**config.mk**
```make
export PLATFORM = sky130hd
export DESIGN_NAME = tnm_mem
export DESIGN_NICKNAME = d
export VERILOG_FILES = /design/src/rtl/tnm_pkg.sv /design/src/rtl/tnm_mem.sv
export SDC_FILE = /design/constraint.sdc
export NUM_CORES = 2
export LEC_CHECK = 0
export BUFFER_PORTS_ARGS = -buffer_cell sky130_fd_sc_hd__buf_2
export CAP_MARGIN = 20
export CORE_MARGIN = 5
export CORE_UTILIZATION = 50
export DETAILED_ROUTE_END_ITERATION = 10
export PLACE_DENSITY = 0.69
export SYNTH_ARGS = -nofsm -noshare
export SYNTH_HDL_FRONTEND = slang
export SYNTH_SLANG_ARGS = --single-unit
```
**constraint.sdc**
```tcl
create_clock -name i_clk -period 3.79 [get_ports i_clk]
set_input_delay 0.1895 -clock i_clk [delete_from_list [all_inputs] [get_ports i_clk]]
set_output_delay 0.1895 -clock i_clk [all_outputs]
set_load 0.005 [all_outputs]
```
**src/rtl/tnm_pkg.sv**
```systemverilog
package tnm_pkg;

    // weight store geometry
    localparam int MAX_INPUTS = 64;
    localparam int ADDR_W     = $clog2(MAX_INPUTS);

    // tanh table: TANH_N segments over [0, 4), TANH_N + 1 knots
    localparam int TANH_LOG2 = 8;
    localparam int TANH_N    = 1 << TANH_LOG2;
    localparam int SEG_W     = TANH_LOG2 + 1;
    localparam int TAB_W     = 13;

    // shared multiplier operand and product widths
    localparam int MUL_A_W = 32;
    localparam int MUL_B_W = 28;
    localparam int MUL_P_W = MUL_A_W + MUL_B_W;

    // op codes
    localparam logic [2:0] OP_LOAD   = 3'd0;
    localparam logic [2:0] OP_FWD    = 3'd1;
    localparam logic [2:0] OP_OGRAD  = 3'd2;
    localparam logic [2:0] OP_HGRAD  = 3'd3;
    localparam logic [2:0] OP_UPDATE = 3'd4;

    // result kinds
    localparam logic [1:0] KIND_ACT    = 2'd0;
    localparam logic [1:0] KIND_GRAD   = 2'd1;
    localparam logic [1:0] KIND_WEIGHT = 2'd2;

    localparam logic [63:0] ONE_Q30 = 64'd1 << 30;

    typedef enum logic [4:0] {
        S_IDLE,
        S_READ,
        S_MAC,
        S_ACC,
        S_TSEG,
        S_TA,
        S_TB,
        S_TMUL,
        S_TOUT,
        S_RND,
        S_SQ,
        S_OMS,
        S_GMUL,
        S_GOUT,
        S_XG,
        S_LR,
        S_MOM,
        S_DADD,
        S_WB
    } t_state;

    typedef struct packed {
        logic              rd_en;
        logic              wr_en;
        logic [ADDR_W-1:0] addr;
        logic signed [15:0] weight;
        logic signed [15:0] change;
    } t_mem_req;

    typedef struct packed {
        logic signed [MUL_A_W-1:0] a;
        logic signed [MUL_B_W-1:0] b;
    } t_mul_req;

    typedef logic [TAB_W-1:0] t_tanh_tab [0:TANH_N];

    // restoring quotient, only used while the table is built at elaboration
    function automatic logic [63:0] tab_quot(input logic [63:0] num,
                                             input logic [63:0] dvs);
        logic [63:0] q;
        logic [64:0] rem;
        q   = '0;
        rem = '0;
        for (int b = 63; b >= 0; b--) begin
            rem = {rem[63:0], num[b]};
            if (rem >= {1'b0, dvs}) begin
                rem  = rem - {1'b0, dvs};
                q[b] = 1'b1;
            end
        end
        return q;
    endfunction

    // tanh(4i/N) in Q3.12, from exp(-2x) as a 7th-order series of exp(-x/32) raised to the 64th
    function automatic t_tanh_tab tanh_table();
        t_tanh_tab   tab;
        logic [63:0] v;
        logic [63:0] t;
        logic [63:0] e;
        logic [63:0] den;
        for (int i = 0; i <= TANH_N; i++) begin
            v = ((64'(i) << 30) + 64'(4 * TANH_N)) / 64'(8 * TANH_N);
            t = ONE_Q30;
            e = ONE_Q30;
            t = ((t * v) >> 30) / 64'd1;
            e = e - t;
            t = ((t * v) >> 30) / 64'd2;
            e = e + t;
            t = ((t * v) >> 30) / 64'd3;
            e = e - t;
            t = ((t * v) >> 30) / 64'd4;
            e = e + t;
            t = ((t * v) >> 30) / 64'd5;
            e = e - t;
            t = ((t * v) >> 30) / 64'd6;
            e = e + t;
            t = ((t * v) >> 30) / 64'd7;
            e = e - t;
            for (int r = 0; r < 6; r++) begin
                e = (e * e + (ONE_Q30 >> 1)) >> 30;
            end
            den    = ONE_Q30 + e;
            tab[i] = TAB_W'(tab_quot(64'd8192 * (ONE_Q30 - e) + den, den << 1));
        end
        return tab;
    endfunction

    localparam t_tanh_tab TANH_TAB = tanh_table();

endpackage

```
**src/rtl/tnm_mem.sv**
```systemverilog
module tnm_mem (
    input  logic              i_clk,
    input  logic              i_rst_n,
    input  tnm_pkg::t_mem_req i_req,
    output logic signed [15:0] o_weight,
    output logic signed [15:0] o_change
);
    import tnm_pkg::*;

    logic [31:0]           r_mem [0:MAX_INPUTS-1];
    logic [MAX_INPUTS-1:0] r_valid;
    logic [31:0]           r_rd_data;
    logic                  r_rd_valid;

    // weight and last change share one row
    always_ff @(posedge i_clk) begin
        if (i_req.wr_en) begin
            r_mem[i_req.addr] <= {i_req.weight, i_req.change};
        end
        if (i_req.rd_en) begin
            r_rd_data <= r_mem[i_req.addr];
        end
    end

    // change reads as zero until the row is written
    always_ff @(posedge i_clk) begin
        if (!i_rst_n) begin
            r_valid    <= '0;
            r_rd_valid <= 1'b0;
        end else begin
            if (i_req.wr_en) begin
                r_valid[i_req.addr] <= 1'b1;
            end
            if (i_req.rd_en) begin
                r_rd_valid <= r_valid[i_req.addr];
            end
        end
    end

    assign o_weight = signed'(r_rd_data[31:16]);
    assign o_change = r_rd_valid ? signed'(r_rd_data[15:0]) : 16'sd0;

endmodule

```
==> run_results.csv <==
group,metric,value,unit
clock_network,cts_tree,"done",
clock_network,post_cts_buffers,0,
layout,final_core_util,57.81,%
floorplanning,io-pin-count,74,
synth,synthSimpleGateAreaFrac,2.117,%
placed_design,dp_slack,194.5,ps
timing,tns,0,ps
critical_path,critical_path_required,4370,ps
layout,layout.cells.non_filler,7096,
synth,synth_area_leaders,"edfxtp_1 (76%), mux4_2 (3.2%), a221oi_1 (3.0%), mux2_2 (2.8%), mux2i_1 (2.2%)",
timing,hold_slack,28.92,ps
floorplanning,initial_core_util,50.32,%
flow_run,cap_violations,0,
synth,synth_edf_count,2080,
synth,synthAdderAreaFrac,0,%
critical_path,cp.arrival,3470,ps
floorplanning,die_w,414.7,um
placed_design,portBuffers,73,
layout,most-common-layout-cells,"edfxtp_1 (2080), buf_4 (313), a221oi_1 (279)",
critical_path,crit_path_max_fanout,61,
synth,netlist_area,81910,um^2
timing,setup_viol,0,
floorplanning,die-height,414.7,um
timing,worstMarginPinSlew,1230,ps
synth,synth_fp_nets,4452,
synth,ys.flop_type,"edfxtp_1",
clock_network,cts_max_path_buffers,3,
layout,nNetsFinal,4802,
clock_network,cts.sinks,2145,
timing,slew-limit-headroom,17.82,%
timing,fin_skew,35.42,ps
synth,synth_top_family_by_area,"compound AO/OA/AOI/OAI gates",
detailed_routing,drt_iter0_markers,9018,
timing,fin_ws,897.1,ps
power_and_ir_drop,power,48.74,mW
detailed_routing,routed_wl,265500,um
grt,antenna_found_initial,13,
grt,grt_pass1_vias,47000,
detailed_routing,viasPerCell,6.915,
grt,grt_use_total,30.12,%
critical_path,crit_top_cell,"buf_12",
grt,grt_max_degree,65,
placed_design,dp.final_hpwl,159400,um
synth,synth_area_per_cell,18.57,um^2
timing,period_needed,2893,ps
synth,ys_ff_latch,2145,
critical_path,max_stage_delay,900,ps
placed_design,dpl_cell_area,87420,um^2
detailed_routing,drc_errors,0,
grt,grt_pass1_wl,367400,um
critical_path,cp_slowest_cell,"a221oi_1",
critical_path,worstPathCellList,"buf_8 -> buf_12 -> buf_12 -> mux2_2 -> a22oi_1 -> nor2_1 -> a221oi_1 -> o22ai_1 -> or4_1",
critical_path,end_kind,"flop",
power_and_ir_drop,power.leakage,30.28,nW
critical_path,start_kind,"input pin",
synth,synth_top_cell_by_area,"edfxtp_1",
layout,layout_commonest_cell,"edfxtp_1",
floorplanning,core,162800,um^2
placed_design,placed_cells,6704,
synth,synthXorXnorAreaFrac,0,%
outcome,outcome,"completed",
layout,areaGrowthSynthToFinish,14.89,%
clock_network,path_clk_slew,60,ps
detailed_routing,avgRoutedWirePerCell,37.41,um
grt,overflow,0,
synth,netlist_instances,4410,
critical_path,crit_type,"in -> reg",
clock_network,cts_root_buf,"clkbuf_16",
floorplanning,die_area,172000,um^2
power_and_ir_drop,max-vdd-ir-drop,0.5648,mV
clock_network,numCtsBuffers,193,
hold_path,hold_path.class,"in -> reg",
layout,fillers,11730,
timing,finalMaxSlewViolations,0,
layout,design_area,94100,um^2
placed_design,place_congestion,0.9100,
clock_network,ctsHtreeMaxLevel,4,
synth,synth.distinct_cells,60,
power_and_ir_drop,p_per_area,517.9,nW/um^2
synth,synth_seq_area_share,77.85,%
synth,async_reset_ff_share,0,%
synth,synth_compound_area_share,9.598,%
synth,yosysWarnings,0,
timing,fmax,0.3457,GHz
detailed_routing,drtAntennaViolNets,0,
synth,synth.area.mux_share,8.405,%
floorplanning,rows,148,
timing,hold_violations,0,
timing,rsz0062_at_grt,"no",
detailed_routing,vias,49070,
synth,yosysTopAreaCellShare,76.26,%
clock_network,insertion_delay,850,ps
detailed_routing,drtPass1Iterations,9,
layout,drive_gt1_share,23.18,%
timing,period_share,76.33,%
==> timing repair <==
| item | 4_1_cts | 5_1_grt |
|---|---|---|
| hold buffers | 18 | 9 |
| resized for setup | 0 | 0 |
| endpoints found under the hold margin | 364 | 368 |
==> cell type report <==
type / count / area (um^2) / share of cell area (%)
multi-input cells: 1941 / 17080 / 18.15
flip-flops and latches: 2145 / 63760 / 67.76
inverters: 3 / 23.77 / 0.02526
clock buffers: 244 / 5169 / 5.493
repair buffers: 476 / 4299 / 4.569
well taps: 2175 / 2721 / 2.892
clock inverters: 108 / 1036 / 1.101
diodes: 4 / 10.01 / 0.01064
==> cells in the mapped netlist (14+ instances only) <==
cell type and instances:
a211oi_1 16, a21oi_1 78, a221o_1 59, a221oi_1 279, a22o_1 40, a22oi_1 186
and2_1 23, buf_1 24, buf_2 114, buf_4 58, clkbuf_1 113, dfxtp_1 65
edfxtp_1 2080, mux2_2 206, mux2i_1 180, mux4_2 117, nand2_1 111, nand4_1 14
nor2_1 186, o21a_1 69, o21ai_0 90, o221ai_1 22, o22a_1 15, o22ai_1 123
==> path summary, 6_finish.rpt <==
| path | start | endpoint | slack, ps | cells past startpoint |
|---|---|---|---|---|
| min | i_req[28] | r_mem[19][28] | 30 | 2 |
| min reg2reg | r_valid[36] | r_valid[36] | 460 | 1 |
| max reg2reg | r_mem[36][2] | r_rd_data[2] | 990 | 5 |
| max | i_req[34] | r_rd_data[2] | 900 | 9 |
==> critical path, delay by kind of cell <==
family	cells	cell delay (ps)
AOI/OAI and AO/OA	3	1240
buffers and inverters	3	1020
and+or+nand+nor	2	610
muxes	1	340
==> routing by layer <==
metal / wire [um] / global-route usage [%]
met3: 40130 / 9.612
met5: 33 / 0
met4: 15430 / 14.04
met1: 91970 / 40.51
met2: 117900 / 45.14
==> cell families after synthesis <==
family / after synthesis
simple gates: 391
buf+inv: 324
mux: 514
compound gates: 1036
flops: 2145
==> report_power, final <==
group | leakage, nW | switching [mW] | internal (mW) | total (mW)
combinational | 7.97 | 2.10 | 0.951 | 3.05
clock | 3.04 | 8.52 | 10.9 | 19.4
sequential | 19.3 | 0.0923 | 26.2 | 26.3
==> registers in the layout, summed over array words and instances (netlist names) <==
name,cells
r_mem,2048
r_valid,64
r_rd_data,32
r_rd_valid,1
Note: power is estimated with default switching activity, not from simulation.
