===== src/rtl/tnm_pkg.sv =====
package tnm_pkg;

    // weight store geometry
    localparam int MAX_INPUTS = 64;
    localparam int ADDR_W     = $clog2(MAX_INPUTS);

    // tanh table: TANH_N segments over [0, 4), TANH_N + 1 knots
    localparam int TANH_LOG2 = 8;
    localparam int TANH_N    = 1 << TANH_LOG2;
    localparam int SEG_W     = TANH_LOG2 + 1;
    localparam int TAB_W     = 13;

    // shared multiplier operand and product widths
    localparam int MUL_A_W = 32;
    localparam int MUL_B_W = 28;
    localparam int MUL_P_W = MUL_A_W + MUL_B_W;

    // op codes
    localparam logic [2:0] OP_LOAD   = 3'd0;
    localparam logic [2:0] OP_FWD    = 3'd1;
    localparam logic [2:0] OP_OGRAD  = 3'd2;
    localparam logic [2:0] OP_HGRAD  = 3'd3;
    localparam logic [2:0] OP_UPDATE = 3'd4;

    // result kinds
    localparam logic [1:0] KIND_ACT    = 2'd0;
    localparam logic [1:0] KIND_GRAD   = 2'd1;
    localparam logic [1:0] KIND_WEIGHT = 2'd2;

    localparam logic [63:0] ONE_Q30 = 64'd1 << 30;

    typedef enum logic [4:0] {
        S_IDLE,
        S_READ,
        S_MAC,
        S_ACC,
        S_TSEG,
        S_TA,
        S_TB,
        S_TMUL,
        S_TOUT,
        S_RND,
        S_SQ,
        S_OMS,
        S_GMUL,
        S_GOUT,
        S_XG,
        S_LR,
        S_MOM,
        S_DADD,
        S_WB
    } t_state;

    typedef struct packed {
        logic              rd_en;
        logic              wr_en;
        logic [ADDR_W-1:0] addr;
        logic signed [15:0] weight;
        logic signed [15:0] change;
    } t_mem_req;

    typedef struct packed {
        logic signed [MUL_A_W-1:0] a;
        logic signed [MUL_B_W-1:0] b;
    } t_mul_req;

    typedef logic [TAB_W-1:0] t_tanh_tab [0:TANH_N];

    // restoring quotient, only used while the table is built at elaboration
    function automatic logic [63:0] tab_quot(input logic [63:0] num,
                                             input logic [63:0] dvs);
        logic [63:0] q;
        logic [64:0] rem;
        q   = '0;
        rem = '0;
        for (int b = 63; b >= 0; b--) begin
            rem = {rem[63:0], num[b]};
            if (rem >= {1'b0, dvs}) begin
                rem  = rem - {1'b0, dvs};
                q[b] = 1'b1;
            end
        end
        return q;
    endfunction

    // tanh(4i/N) in Q3.12, from exp(-2x) as a 7th-order series of exp(-x/32) raised to the 64th
    function automatic t_tanh_tab tanh_table();
        t_tanh_tab   tab;
        logic [63:0] v;
        logic [63:0] t;
        logic [63:0] e;
        logic [63:0] den;
        for (int i = 0; i <= TANH_N; i++) begin
            v = ((64'(i) << 30) + 64'(4 * TANH_N)) / 64'(8 * TANH_N);
            t = ONE_Q30;
            e = ONE_Q30;
            t = ((t * v) >> 30) / 64'd1;
            e = e - t;
            t = ((t * v) >> 30) / 64'd2;
            e = e + t;
            t = ((t * v) >> 30) / 64'd3;
            e = e - t;
            t = ((t * v) >> 30) / 64'd4;
            e = e + t;
            t = ((t * v) >> 30) / 64'd5;
            e = e - t;
            t = ((t * v) >> 30) / 64'd6;
            e = e + t;
            t = ((t * v) >> 30) / 64'd7;
            e = e - t;
            for (int r = 0; r < 6; r++) begin
                e = (e * e + (ONE_Q30 >> 1)) >> 30;
            end
            den    = ONE_Q30 + e;
            tab[i] = TAB_W'(tab_quot(64'd8192 * (ONE_Q30 - e) + den, den << 1));
        end
        return tab;
    endfunction

    localparam t_tanh_tab TANH_TAB = tanh_table();

endpackage


===== src/rtl/tnm_mul.sv =====
module tnm_mul (
    input  logic                             i_clk,
    input  tnm_pkg::t_mul_req                i_req,
    output logic signed [tnm_pkg::MUL_P_W-1:0] o_prod
);
    import tnm_pkg::*;

    logic signed [MUL_P_W-1:0] r_prod;

    // one registered signed product per cycle
    always_ff @(posedge i_clk) begin
        r_prod <= i_req.a * i_req.b;
    end

    assign o_prod = r_prod;

endmodule


===== config.mk =====
export PLATFORM = sky130hd
export DESIGN_NAME = tnm_mul
export DESIGN_NICKNAME = d
export VERILOG_FILES = /design/src/rtl/tnm_pkg.sv /design/src/rtl/tnm_mul.sv
export SDC_FILE = /design/constraint.sdc
export NUM_CORES = 2
export LEC_CHECK = 0
export BUFFER_PORTS_ARGS = -buffer_cell sky130_fd_sc_hd__buf_4
export CAP_MARGIN = 20
export CORE_ASPECT_RATIO = 0.5
export CORE_UTILIZATION = 50
export CTS_CLUSTER_SIZE = 8
export DETAILED_ROUTE_END_ITERATION = 7
export PLACE_DENSITY = 0.71
export SLEW_MARGIN = 20
export SYNTH_ARGS = -nofsm -noshare
export SYNTH_HDL_FRONTEND = slang
export SYNTH_SLANG_ARGS = --single-unit
export TNS_END_PERCENT = 5

===== constraint.sdc =====
create_clock -name i_clk -period 13.1 [get_ports i_clk]
set_input_delay 2.62 -clock i_clk [delete_from_list [all_inputs] [get_ports i_clk]]
set_output_delay 2.62 -clock i_clk [all_outputs]
set_load 0.01 [all_outputs]

==> flow_summary.html <==
<table>
<tr><th>Metric</th><th>Value</th></tr>
<tr><th colspan="2">Clock tree</th></tr>
<tr><td>Clock sink count</td><td>60</td></tr>
<tr><td># H-tree levels</td><td>3</td></tr>
<tr><td>TritonCTS clock tree</td><td>done</td></tr>
<tr><td>Cell at the root of the clock tree</td><td>clkbuf_16</td></tr>
<tr><td>Setup Fix Bufs, Post-CTS</td><td>0</td></tr>
<tr><td>Count of instances resized after the clock tree is built</td><td>0</td></tr>
<tr><td>Inserted Clock Buffers</td><td>9</td></tr>
<tr><td>Number of hold buffers added after CTS</td><td>0</td></tr>
<tr><td>CTS max path bufs</td><td>2</td></tr>
<tr><td>Clock transition at the registers of the reported paths</td><td>0.06 ns</td></tr>
<tr><th colspan="2">Critical path</th></tr>
<tr><td>Data required time of the worst path</td><td>13.35 ns</td></tr>
<tr><td>Worst Setup End Kind</td><td>flip-flop</td></tr>
<tr><td>Data arrival time of the worst path</td><td>10.86 ns</td></tr>
<tr><td>Startpoint type of the worst setup path</td><td>input port</td></tr>
<tr><td>Start-to-end type of the worst setup path</td><td>in -&gt; reg</td></tr>
<tr><td>Worst Path Max Fanout</td><td>32</td></tr>
<tr><td>Critical path origin</td><td>i_req[4]</td></tr>
<tr><th colspan="2">Final layout</th></tr>
<tr><td>Number of nets at the end of the flow</td><td>4616</td></tr>
<tr><td>Filler cells</td><td>5845</td></tr>
<tr><td>Layout cells sized above 1</td><td>4.506%</td></tr>
<tr><td>Flip-flop count of the largest register after layout</td><td>60</td></tr>
<tr><td>Area grow syn2layout</td><td>4.880%</td></tr>
<tr><th colspan="2">GRT</th></tr>
<tr><td>Vias in the first global route</td><td>25620</td></tr>
<tr><td>Met2 capacity usage during global routing</td><td>46.30%</td></tr>
<tr><td>Most crowded layer after global routing</td><td>met2</td></tr>
<tr><td>Global-route congestion overflow total</td><td>0</td></tr>
<tr><td>Pin count of the biggest net entering global routing</td><td>33</td></tr>
<tr><td>Fraction of met1 tracks used by global routing</td><td>33.34%</td></tr>
<tr><td>Overall routing resource usage</td><td>26.68%</td></tr>
<tr><td>Wire length of the first global-routing pass</td><td>137.0 mm</td></tr>
<tr><td>Number of antenna violations at the first check in global routing</td><td>2</td></tr>
<tr><td>Met3 Use GR</td><td>3.830%</td></tr>
<tr><th colspan="2">Synth</th></tr>
<tr><td>Number of distinct library cell variants in the gate-level netlist after synthesis</td><td>59</td></tr>
<tr><td>Library cell with the highest instance count after synthesis</td><td>fa_1</td></tr>
<tr><td>Flip-flop and latch count after synthesis</td><td>60</td></tr>
<tr><td>Combined area of all synthesized cells</td><td>33020 um2</td></tr>
<tr><td>Average instance area after synthesis</td><td>9.443 um2</td></tr>
<tr><td>Post-synth EDFFs</td><td>0</td></tr>
<tr><td>Primary flip-flop cell chosen by synthesis mapping</td><td>dfxtp_1</td></tr>
<tr><td>Fraction of registers with async set or reset after synthesis</td><td>0%</td></tr>
<tr><td>Area fraction of the dominant cell type after synthesis</td><td>56.20%</td></tr>
<tr><td>Library cell with the largest summed area after synthesis</td><td>fa_1</td></tr>
<tr><td>Sequential area share after synthesis</td><td>3.637%</td></tr>
<tr><td>Number of instances in the synthesized netlist</td><td>3497</td></tr>
<tr><td>Count of yosys warnings during synthesis</td><td>0</td></tr>
<tr><td>Synth area leaders</td><td>fa_1 (56%), inv_1 (9.8%), and2_1 (9.0%)</td></tr>
<tr><td>Commonest cells post-synth</td><td>fa_1 (927), inv_1 (862), and2_1 (474)</td></tr>
<tr><td>Post-Synthesis Net Count</td><td>4678</td></tr>
<tr><th colspan="2">STA</th></tr>
<tr><td>Unrepaired setup endpoints after global routing</td><td>false</td></tr>
<tr><td>Final Cycle Share</td><td>81.02%</td></tr>
<tr><td>Number of pins with negative max-slew slack in the final report</td><td>0</td></tr>
<tr><td>Min Tclk post-route</td><td>10.61 ns</td></tr>
<tr><td>Final number of setup-violating endpoints</td><td>0</td></tr>
<tr><td>Setup total negative slack</td><td>0 ns</td></tr>
<tr><td>Number of failing hold endpoints at the final stage</td><td>0</td></tr>
<tr><td>Transition at the pin with the smallest max-transition slack</td><td>0.8099 ns</td></tr>
<tr><td>Highest clock frequency the design can meet</td><td>0.09422 GHz</td></tr>
<tr><td>Remaining max-slew budget at the tightest pin</td><td>45.87%</td></tr>
<tr><th colspan="2">Route</th></tr>
<tr><td>Detailed-router iteration count before antenna repair</td><td>6</td></tr>
<tr><td>Post-route DRC violation count</td><td>0</td></tr>
<tr><td>WL per Instance</td><td>19.47 um</td></tr>
<tr><td>Number of DRC markers after the initial detailed-route iteration</td><td>1393</td></tr>
<tr><td>Total Wirelength</td><td>84.22 mm</td></tr>
<tr><td>Antenna-violating nets left</td><td>0</td></tr>
<tr><td>Via count of the routed design</td><td>22890</td></tr>
<tr><td>Routed vias/inst</td><td>5.292</td></tr>
<tr><th colspan="2">Die</th></tr>
<tr><td># IOs</td><td>121</td></tr>
<tr><td>Initial cell density of the core</td><td>50.68%</td></tr>
<tr><td>Die outline height</td><td>183.7 um</td></tr>
<tr><td>Core Footprint</td><td>65160 um2</td></tr>
<tr><td>Die area</td><td>67140 um2</td></tr>
<tr><td>Number of placement rows</td><td>66</td></tr>
<tr><td>Width of the die</td><td>365.4 um</td></tr>
<tr><th colspan="2">Placement</th></tr>
<tr><td>Routability congestion estimate</td><td>0.9167</td></tr>
<tr><td>Quantity of I/O buffers inserted on ports</td><td>120</td></tr>
<tr><td>Half-perimeter wire length of the detailed placement result</td><td>66.13 mm</td></tr>
<tr><th colspan="2">Job</th></tr>
<tr><td>Maxcap violations</td><td>0</td></tr>
<tr><th colspan="2">Min path</th></tr>
<tr><td>Worst hold start</td><td>i_req[28]</td></tr>
<tr><td>Path category of the worst min-delay check</td><td>in -&gt; reg</td></tr>
<tr><th colspan="2">Status</th></tr>
<tr><td>Status</td><td>finished clean</td></tr>
</table>
==> final timing paths <==
kind | to | slack, ns | depth (start not counted)
max | o_prod[59] | 2.49 | 25
min | o_prod[0] | 2.72 | 2
==> through the flow <==
step | worst slack (ns) | cells | hold WS (ns) | utilization [%] | cell area, um2
2_1_floorplan | 3.191 | 3497 | 2.747 | - | 33020
3_3_place_gp | 2.450 | 4308 | 3.010 | 52.66 | 34310
3_5_place_dp | 2.182 | 4308 | 3.010 | 52.66 | 34310
4_1_cts | 2.534 | 4324 | 2.709 | 53.15 | 34630
5_1_grt | 2.032 | 4325 | 2.700 | 53.16 | 34630
6_report | 2.487 | 4325 | 2.724 | 53.16 | 34630
==> layer usage <==
| layer | vias up | part of all wire [%] |
|---|---|---|
| met4 | 0 | 5.0 |
| met1 | 12010 | 38 |
| met5 | - | 0 |
| met2 | 831 | 51 |
| met3 | 221 | 6.2 |
| li1 | 9828 | - |
==> layout make-up <==
type                    instances  area, um2  area share, %
clock buffers                   9      225.2         0.6503
clock inverters                 7      98.84         0.2854
inverters                     863       3239          9.353
multi-input cells            2379      27850          80.40
flip-flops and latches         60       1201          3.468
repair buffers                122      915.9          2.644
well taps                     884       1106          3.194
diodes                          1      2.502       0.007225
==> critical path, stage by stage <==
cell and delay, ns:
buf_4 0.34, nand2_1 0.23, fa_1 0.75, inv_1 0.11, fa_1 0.69, inv_1 0.22, fa_1 0.58, inv_1 0.46
fa_1 0.54, fa_1 0.52, fa_1 0.51, inv_1 0.05, fa_1 0.47, inv_1 0.04, ha_1 0.28, ha_1 0.41
nand2_1 0.08, nor2_1 0.16, nand2_1 0.17, a2111o_1 0.37, a21oi_1 0.52, nor2_1 0.16, nor3b_1 0.34, o41ai_2 0.12
xnor2_1 0.12
==> cell families (layout without fill, tap and decap cells) <==
family | after synthesis | after routing | share of synthesized area [%]
AND/OR/NAND/NOR | 1022 | 1022 | 15.62
other | 0 | 1 | 0
buffers and inverters | 1058 | 1001 | 12.04
XOR/XNOR | 67 | 67 | 1.777
AO/OA/AOI/OAI | 170 | 170 | 3.414
flip-flops | 60 | 60 | 3.637
adder cells (fa/ha/maj) | 1120 | 1120 | 63.51
==> cells in the final DEF (no fill, tap or decap), types with 45 or more instances in the layout <==
cell type  count
fa_1         927
inv_1        862
and2_1       474
nand2_1      433
ha_1         193
buf_4        122
a21oi_1       63
dfxtp_1       60
nor2_1        57
xnor2_1       45
Power is not shown: default switching activity piles up to over one toggle a cycle in this logic, so the estimate is an artifact.
